`src/hdl/bitmap_slot_allocator_defines.svh`:
```
// assertion macros for the slot allocator
`ifndef BITMAP_SLOT_ALLOCATOR_DEFINES_SVH
`define BITMAP_SLOT_ALLOCATOR_DEFINES_SVH

`ifndef SYNTHESIS
// same-cycle implication, sampled on clk, off while rst_n is low
`define BSA_ASSERT_NOW(lbl, ante, cons) \
  lbl: assert property (@(posedge clk) disable iff (!rst_n) (ante) |-> (cons)) \
    else $error("bitmap slot allocator check failed");
// next-cycle implication, sampled on clk, off while rst_n is low
`define BSA_ASSERT_NEXT(lbl, ante, cons) \
  lbl: assert property (@(posedge clk) disable iff (!rst_n) (ante) |=> (cons)) \
    else $error("bitmap slot allocator check failed");
`else
`define BSA_ASSERT_NOW(lbl, ante, cons)
`define BSA_ASSERT_NEXT(lbl, ante, cons)
`endif

`endif

```
`src/hdl/bsa_pkg.sv`:
```
package bsa_pkg;

  // geometry; WORD_BITS is a power of two so a slot splits into word and bit
  localparam int ENTRIES    = 256;
  localparam int WORD_BITS  = 32;
  localparam int NWORDS     = (ENTRIES + WORD_BITS - 1) / WORD_BITS;
  localparam int BIT_W      = $clog2(WORD_BITS);
  localparam int WORD_AW    = (NWORDS > 1) ? $clog2(NWORDS) : 1;
  localparam int SLOT_IN_W  = 8;
  localparam int SLOT_OUT_W = 8;
  localparam int COUNT_W    = 9;
  localparam int STATUS_W   = 2;

  localparam logic [COUNT_W-1:0] COUNT_MAX = '1;
  localparam logic [WORD_AW-1:0] LAST_WORD = WORD_AW'(NWORDS - 1);

  // request codes
  localparam logic FUNC_ALLOC = 1'b0;
  localparam logic FUNC_FREE  = 1'b1;

  // status codes
  localparam logic [STATUS_W-1:0] ST_OK    = 2'd0;
  localparam logic [STATUS_W-1:0] ST_FULL  = 2'd1;
  localparam logic [STATUS_W-1:0] ST_RANGE = 2'd2;

  typedef enum logic [1:0] {
    S_IDLE,
    S_SCAN,
    S_FREE,
    S_DONE
  } bsa_state_t;

  typedef struct packed {
    logic                 rd_en;
    logic [WORD_AW-1:0]   rd_addr;
    logic                 wr_en;
    logic [WORD_AW-1:0]   wr_addr;
    logic [WORD_BITS-1:0] wr_data;
  } bsa_mem_req_t;

  typedef struct packed {
    logic [STATUS_W-1:0]   status;
    logic [SLOT_OUT_W-1:0] slot_out;
    logic [COUNT_W-1:0]    in_use;
  } bsa_result_t;

  // bits of the last word that lie at or above ENTRIES
  function automatic logic [WORD_BITS-1:0] pad_mask();
    logic [WORD_BITS-1:0] m;
    m = '0;
    for (int i = 0; i < WORD_BITS; i++) begin
      if ((NWORDS - 1) * WORD_BITS + i >= ENTRIES) m[i] = 1'b1;
    end
    return m;
  endfunction

  localparam logic [WORD_BITS-1:0] PAD_MASK = pad_mask();

  // index of the lowest set bit, zero when none
  function automatic logic [BIT_W-1:0] lowest_set(input logic [WORD_BITS-1:0] v);
    logic [BIT_W-1:0] idx;
    idx = '0;
    for (int i = WORD_BITS - 1; i >= 0; i--) begin
      if (v[i]) idx = BIT_W'(i);
    end
    return idx;
  endfunction

endpackage

```
`src/hdl/bsa_map_mem.sv`:
```
module bsa_map_mem (
  input  logic                          clk,
  input  logic                          rst_n,
  input  bsa_pkg::bsa_mem_req_t         req,
  output logic [bsa_pkg::WORD_BITS-1:0] rd_data
);
  import bsa_pkg::*;

  logic [WORD_BITS-1:0] mem_r [NWORDS];
  logic [NWORDS-1:0]    valid_r;
  logic [WORD_BITS-1:0] rd_word_r;
  logic                 rd_valid_r;

  // word storage, no reset
  always_ff @(posedge clk) begin
    if (req.wr_en) mem_r[req.wr_addr] <= req.wr_data;
    if (req.rd_en) rd_word_r <= mem_r[req.rd_addr];
  end

  // per-word valid bits; a word never written reads as all free
  always_ff @(posedge clk) begin
    if (!rst_n) begin
      valid_r    <= '0;
      rd_valid_r <= 1'b0;
    end else begin
      if (req.wr_en) valid_r[req.wr_addr] <= 1'b1;
      if (req.rd_en) rd_valid_r <= valid_r[req.rd_addr];
    end
  end

  assign rd_data = rd_valid_r ? rd_word_r : '0;

endmodule

```
`src/hdl/bsa_seq.sv`:
```
module bsa_seq (
  input  logic                          clk,
  input  logic                          rst_n,
  input  logic                          req_valid,
  output logic                          req_ready,
  input  logic                          req_func,
  input  logic [bsa_pkg::SLOT_IN_W-1:0] req_slot,
  output bsa_pkg::bsa_mem_req_t         mem_req,
  input  logic [bsa_pkg::WORD_BITS-1:0] mem_rd_data,
  output logic                          res_valid,
  input  logic                          res_ready,
  output bsa_pkg::bsa_result_t          res
);
  import bsa_pkg::*;

  bsa_state_t             state_r, state_nxt;
  logic [WORD_AW-1:0]     word_r, word_nxt;
  logic [BIT_W-1:0]       bit_r, bit_nxt;
  logic [STATUS_W-1:0]    status_r, status_nxt;
  logic [SLOT_OUT_W-1:0]  slot_r, slot_nxt;
  logic [COUNT_W-1:0]     count_r, count_nxt;

  logic                   accept;
  logic                   in_range;
  logic [WORD_BITS-1:0]   masked;
  logic [WORD_BITS-1:0]   free_bits;
  logic                   hit;
  logic [BIT_W-1:0]       hit_bit;
  logic [COUNT_W-1:0]     count_inc;
  logic [COUNT_W-1:0]     count_dec;

  assign accept   = req_valid && req_ready;
  assign in_range = int'(req_slot) < ENTRIES;

  // search of the word just read; padding bits count as taken
  assign masked    = mem_rd_data | ((word_r == LAST_WORD) ? PAD_MASK : '0);
  assign free_bits = ~masked;
  assign hit       = |free_bits;
  assign hit_bit   = lowest_set(free_bits);

  // saturating count updates
  assign count_inc = (count_r == COUNT_MAX) ? count_r : count_r + 1'b1;
  assign count_dec = (count_r == '0) ? count_r : count_r - 1'b1;

  // next state
  always_comb begin
    state_nxt = state_r;
    unique case (state_r)
      S_IDLE: begin
        if (accept) begin
          if (req_func == FUNC_ALLOC) state_nxt = S_SCAN;
          else if (in_range)          state_nxt = S_FREE;
          else                        state_nxt = S_DONE;
        end
      end
      S_SCAN: begin
        if (hit || word_r == LAST_WORD) state_nxt = S_DONE;
      end
      S_FREE: state_nxt = S_DONE;
      S_DONE: begin
        if (res_ready) state_nxt = S_IDLE;
      end
      default: state_nxt = S_IDLE;
    endcase
  end

  // memory requests, handshakes and datapath updates
  always_comb begin
    req_ready  = 1'b0;
    res_valid  = 1'b0;
    mem_req    = '0;
    word_nxt   = word_r;
    bit_nxt    = bit_r;
    status_nxt = status_r;
    slot_nxt   = slot_r;
    count_nxt  = count_r;
    unique case (state_r)
      S_IDLE: begin
        req_ready = 1'b1;
        if (accept) begin
          status_nxt = ST_OK;
          slot_nxt   = '0;
          if (req_func == FUNC_ALLOC) begin
            word_nxt        = '0;
            mem_req.rd_en   = 1'b1;
            mem_req.rd_addr = '0;
          end else if (in_range) begin
            word_nxt        = WORD_AW'(req_slot >> BIT_W);
            bit_nxt         = BIT_W'(req_slot);
            mem_req.rd_en   = 1'b1;
            mem_req.rd_addr = WORD_AW'(req_slot >> BIT_W);
          end else begin
            status_nxt = ST_RANGE;
          end
        end
      end
      S_SCAN: begin
        if (hit) begin
          mem_req.wr_en   = 1'b1;
          mem_req.wr_addr = word_r;
          mem_req.wr_data = mem_rd_data | (WORD_BITS'(1) << hit_bit);
          slot_nxt        = SLOT_OUT_W'({word_r, hit_bit});
          count_nxt       = count_inc;
        end else if (word_r == LAST_WORD) begin
          status_nxt = ST_FULL;
        end else begin
          word_nxt        = word_r + 1'b1;
          mem_req.rd_en   = 1'b1;
          mem_req.rd_addr = word_r + 1'b1;
        end
      end
      S_FREE: begin
        mem_req.wr_en   = 1'b1;
        mem_req.wr_addr = word_r;
        mem_req.wr_data = mem_rd_data & ~(WORD_BITS'(1) << bit_r);
        count_nxt       = count_dec;
      end
      S_DONE: res_valid = 1'b1;
      default: ;
    endcase
  end

  // control registers
  always_ff @(posedge clk) begin
    if (!rst_n) begin
      state_r <= S_IDLE;
      count_r <= '0;
    end else begin
      state_r <= state_nxt;
      count_r <= count_nxt;
    end
  end

  // payload registers
  always_ff @(posedge clk) begin
    word_r   <= word_nxt;
    bit_r    <= bit_nxt;
    status_r <= status_nxt;
    slot_r   <= slot_nxt;
  end

  assign res.status   = status_r;
  assign res.slot_out = slot_r;
  assign res.in_use   = count_r;

endmodule

```
`src/hdl/bitmap_slot_allocator.sv`:
```
// bitmap slot allocator: hands out the lowest free slot and takes slots back
// input channel in_*: in_tuser = func (0 allocate, 1 free), in_tdata = slot_in
// result channel out_*: out_tuser = status, out_tdata = slot_out and in_use
// one request is worked at a time; in_tready drops from accept until the
// result has been handed to the output register
// allocate: accept, then one bitmap word read per cycle from a
// single-port-read map memory, up to 8 words, the set bit written back in the
// cycle that finds it, then the result passed on
// free: accept with the read, write back, hand over; out of range: accept, hand over
// the result appears on out_tvalid in the cycle after hand-over
// reset clears the per-word valid bits of the map at once, so every slot reads
// free, and clears the in-use count; no clearing pass is needed
// a stalled receiver holds the word in the output register; the next request
// is still accepted and worked, and waits in the sequencer until the output
// register frees up
module bitmap_slot_allocator (
  input  logic        clk,
  input  logic        rst_n,
  input  logic        in_tvalid,
  output logic        in_tready,
  input  logic [7:0]  in_tdata,   // [7:0] slot_in
  input  logic        in_tuser,   // [0] func
  output logic        out_tvalid,
  input  logic        out_tready,
  output logic [23:0] out_tdata,  // [7:0] slot_out, [16:8] in_use, [23:17] zero
  output logic [1:0]  out_tuser   // [1:0] status
);
  import bsa_pkg::*;

  `include "bitmap_slot_allocator_defines.svh"

  bsa_mem_req_t         mem_req;
  logic [WORD_BITS-1:0] mem_rd_data;
  logic                 res_valid;
  logic                 res_ready;
  bsa_result_t          res;
  logic                 out_valid_r, out_valid_nxt;
  bsa_result_t          out_res_r;

  bsa_map_mem u_mem (
    .clk     (clk),
    .rst_n   (rst_n),
    .req     (mem_req),
    .rd_data (mem_rd_data)
  );

  bsa_seq u_seq (
    .clk         (clk),
    .rst_n       (rst_n),
    .req_valid   (in_tvalid),
    .req_ready   (in_tready),
    .req_func    (in_tuser),
    .req_slot    (in_tdata),
    .mem_req     (mem_req),
    .mem_rd_data (mem_rd_data),
    .res_valid   (res_valid),
    .res_ready   (res_ready),
    .res         (res)
  );

  // output register between sequencer and receiver
  assign res_ready     = !out_valid_r || out_tready;
  assign out_valid_nxt = res_valid || (out_valid_r && !out_tready);

  always_ff @(posedge clk) begin
    if (!rst_n) out_valid_r <= 1'b0;
    else        out_valid_r <= out_valid_nxt;
  end

  always_ff @(posedge clk) begin
    if (res_valid && res_ready) out_res_r <= res;
  end

  assign out_tvalid = out_valid_r;
  assign out_tuser  = out_res_r.status;
  assign out_tdata  = {7'd0, out_res_r.in_use, out_res_r.slot_out};

  // checks
  `BSA_ASSERT_NEXT(a_busy_after_accept, in_tvalid && in_tready, !in_tready)
  `BSA_ASSERT_NOW(a_fail_no_slot, out_tvalid && out_tuser != ST_OK, out_tdata[7:0] == 8'd0)
  `BSA_ASSERT_NOW(a_count_bound, out_tvalid, int'(out_tdata[16:8]) <= ENTRIES)
  `BSA_ASSERT_NOW(a_no_result_overrun, res_valid && !res_ready, out_valid_r && !out_tready)

endmodule
```
`config.mk`:
```
export PLATFORM = sky130hd
export DESIGN_NAME = bitmap_slot_allocator
export DESIGN_NICKNAME = d
export VERILOG_FILES = /design/src/hdl/bsa_pkg.sv /design/src/hdl/bsa_map_mem.sv /design/src/hdl/bsa_seq.sv /design/src/hdl/bitmap_slot_allocator.sv
export VERILOG_INCLUDE_DIRS = /design/src /design/src/hdl
export SDC_FILE = /design/constraint.sdc
export NUM_CORES = 1
export LEC_CHECK = 0
export BUFFER_PORTS_ARGS = -buffer_cell sky130_fd_sc_hd__buf_4
export CAP_MARGIN = 20
export CORE_MARGIN = 3
export CORE_UTILIZATION = 35
export DETAILED_ROUTE_END_ITERATION = 10
export SLEW_MARGIN = 20
export SYNTH_ARGS = -nofsm -noshare
export SYNTH_HDL_FRONTEND = slang
export SYNTH_SLANG_ARGS = --single-unit
```
`constraint.sdc`:
```
create_clock -name clk -period 6.57 [get_ports clk]
set_input_delay 0.657 -clock clk [delete_from_list [all_inputs] [get_ports clk]]
set_output_delay 0.657 -clock clk [all_outputs]
set_load 0.02 [all_outputs]
```
==> metrics.md <==
| Metric | Value |
|---|---|
| Status | `finished, final reports clean` |
| Clock tree buffer depth | `3` |
| Slew headroom | `0.341` |
| R2R depth | `10` |
| Inserted Clock Buffers | `38` |
| Cell Pwr Density | `348 mW/mm²` |
| R2R Setup Slk | `2.43 ns` |
| Reg-to-Reg End | `u_mem.mem_r[6][4]` |
| Main synth FF type | `edfxtp_1` |
| Total chip power | `5.90 mW` |
| Register area share after synthesis | `0.675` |
| Post-DP HPWL | `22100 µm` |
| Tightest Pin Transition | `0.989 ns` |
| Mapped Area | `0.0150 mm²` |
| Initial cell density of the core | `0.356` |
| Synth-to-layout area growth | `12.9%` |
| Critical path class | `reg -> reg` |
| WHS Endpoint | `u_seq.bit_r[1]` |
| Avg Vias per Cell | `5.64` |
| Setup_tns | `0 ns` |
| WHS Path Cells | `1` |
| Met3 GRT Util | `0.0287` |
| Gr busiest metal | `met2` |
| Ports | `41` |
| Post-synth cell types | `61` |
| Yosys warns | `0` |
| Max VDD drop | `179 µV` |
| Residual DRC | `0` |
| Post-layout net count | `1251` |
| Final period util | `0.631` |
| RSZ-0062 raised after global routing | `no` |
| Vias in the first global route | `9660` |
| Core footprint | `0.0421 mm²` |
| Reg-to-reg startpoint | `u_mem.rd_valid_r` |
| Die X | `213 µm` |
| Worst Path Required | `6.78 ns` |
| Clk_lat worst skew | `0.53 ns` |
| Leakage | `5.42 nW` |
| FF+latch count, synth | `344` |
| CTS-repair resized insts | `0` |
| Drt pass-1 iters | `5` |
| H-tree level count | `2` |
| Die Y | `213 µm` |
| GRT Overall Usage | `0.164` |
| Row count | `75` |
| Setup violators final | `0` |
| Fin crit period | `4.14 ns` |
| Clock tree root buffer cell | `clkbuf_16` |
| Startpoint Class | `flop` |
| Commonest cells after routing, fill and taps aside | `323 x edfxtp_1, 236 x nand2_1, 87 x nand3_1` |
| Worst hold start | `in_tdata[1]` |
| Final Skew | `0.0168 ns` |
| Final wirelength | `37300 µm` |
| First-pass GRT wire length | `57400 µm` |
| Placer congestion estimate | `0.981` |
| Die footprint | `0.0454 mm²` |
| Met1 Use GR | `0.232` |
| Final Instance Area | `0.0169 mm²` |
| Fmax achieved | `241 MHz` |
| Crit path capture type | `flop` |
| Share of synthesized registers carrying an async set or reset | `0` |
| TritonCTS Sinks | `344` |
| GR Overflow Total | `0` |
| Post-CTS setup buffer count | `0` |
| Max cap viols | `0` |
| Final-report hold violation count | `0` |
| Post-Syn Instances | `1201` |
| Final ANT Viol Nets | `0` |
| CTS tree | `done` |
| Pin count of the biggest net entering global routing | `79` |
| PortBufs | `32` |
| Antenna violations before repair | `0` |
| Diode count | `0` |
| Worst Hold Class | `in -> reg` |
| Commonest non-fill, non-tap cell in the layout | `edfxtp_1` |
| Hold-fix buffers, CTS | `0` |
| Placed cell area | `0.0158 mm²` |
| Max-slew violation count | `0` |
| WP data arrival | `4.35 ns` |
| Avg Synthesized Cell Area | `12.5 µm²` |
| Share of cells above drive strength 1 | `0.126` |
| EDFF count, synth | `323` |
| GR Layer Usage met2 | `0.257` |
| DR vias | `10100` |
| Drt initial violations | `879` |
| Crit path max fanout | `37` |
| WL/cell | `20.8 µm` |
| Clock Pin Slew Worst Setup and Hold Paths | `0.06 ns` |
[synthesized netlist by cell type, drive strengths merged (13+ instances only)]
cell | number | share of area
clkbuf | 43 | 0.011
o21ai | 24 | 0.0080
nand4 | 24 | 0.011
a311oi | 33 | 0.019
dfxtp | 21 | 0.028
ha | 13 | 0.011
and3 | 43 | 0.018
a31o | 33 | 0.019
edfxtp | 323 | 0.65
inv | 22 | 0.0055
nor2 | 39 | 0.0098
a211oi | 43 | 0.022
o211ai | 19 | 0.0098
nand2 | 238 | 0.060
buf | 40 | 0.015
nand3 | 88 | 0.030
a21oi | 31 | 0.010
[report_power, final]
group | internal, mW | leakage, nW | total (mW) | switching [mW]
clock network | 1.07 | 0.532 | 1.89 | 0.823
logic | 0.367 | 2.00 | 1.08 | 0.710
registers | 2.72 | 2.89 | 2.93 | 0.203
total | 4.16 | 5.42 | 5.90 | 1.74
[registers in the layout, indices dropped and copies added (netlist names)]
register          count
u_seq.bit_r           5
out_tuser             1
u_seq.count_r         9
u_mem.rd_valid_r      1
out_tdata            17
u_mem.rd_word_r      32
u_seq.state_r         2
u_seq.slot_r          8
u_mem.valid_r         8
out_tvalid            1
u_seq.word_r          3
u_seq.status_r        1
u_mem.mem_r         256
[how the worst max path moves through the flow]
stage	slack, ns	end	from
finish	2.43	u_mem.mem_r[6][4]	u_mem.rd_valid_r
global route	2.17	u_mem.mem_r[5][14]	u_mem.rd_valid_r
CTS	2.48	u_mem.mem_r[6][13]	u_mem.rd_valid_r
detailed placement	2.51	u_mem.mem_r[6][4]	u_mem.rd_valid_r
global placement	2.60	u_mem.mem_r[4][30]	u_mem.rd_valid_r
floorplan	1.62	u_mem.mem_r[0][0]	u_mem.rd_word_r[18]
[cell type report]
| class | instances | area (µm²) |
|---|---|---|
| inverter | 22 | 82.6 |
| tap | 539 | 674 |
| clock inverter | 17 | 105 |
| clock buffer | 50 | 996 |
| timing repair buffer | 59 | 443 |
| multi-input combinational | 759 | 4510 |
| fill | 3877 | 25200 |
| sequential | 344 | 10100 |
[logic make-up after synthesis]
kind of cell,Yosys count,synth area share
buf+inv,105,0.0317
simple gates,482,0.153
other cells,1,0.000250
xor+xnor,4,0.00234
mux,5,0.00334
flops,344,0.675
fa+ha+maj,14,0.0122
compound gates,246,0.122
[worst max-delay path, cell delays in order (launching register included)]
cell and delay (ns):
dfxtp_1 0.44, buf_4 0.32, nand3_1 0.29, nor3_2 0.13, nand4_2 0.16, nand2_1 0.07, buf_4 0.24, a21boi_1 0.55
nand2_1 0.36, nor2_4 0.82, buf_4 0.40
[through the flow]
step	std cells	setup slack [ns]	hold WS, ns	util
after floorplan	1208	1.62	0.400	-
after global placement	1723	2.60	0.402	0.376
after detailed placement	1723	2.51	0.405	0.376
after CTS	1790	2.48	0.294	0.402
after global routing	1790	2.17	0.292	0.402
final	1790	2.43	0.307	0.402
[metal layers]
metal / share of wire / vias to the layer above
met4: 0.027 / 0
met1: 0.44 / 4979
li1: - / 4638
met3: 0.073 / 80
met5: 0 / -
met2: 0.46 / 397
Note: power is estimated with default switching activity, not from simulation.
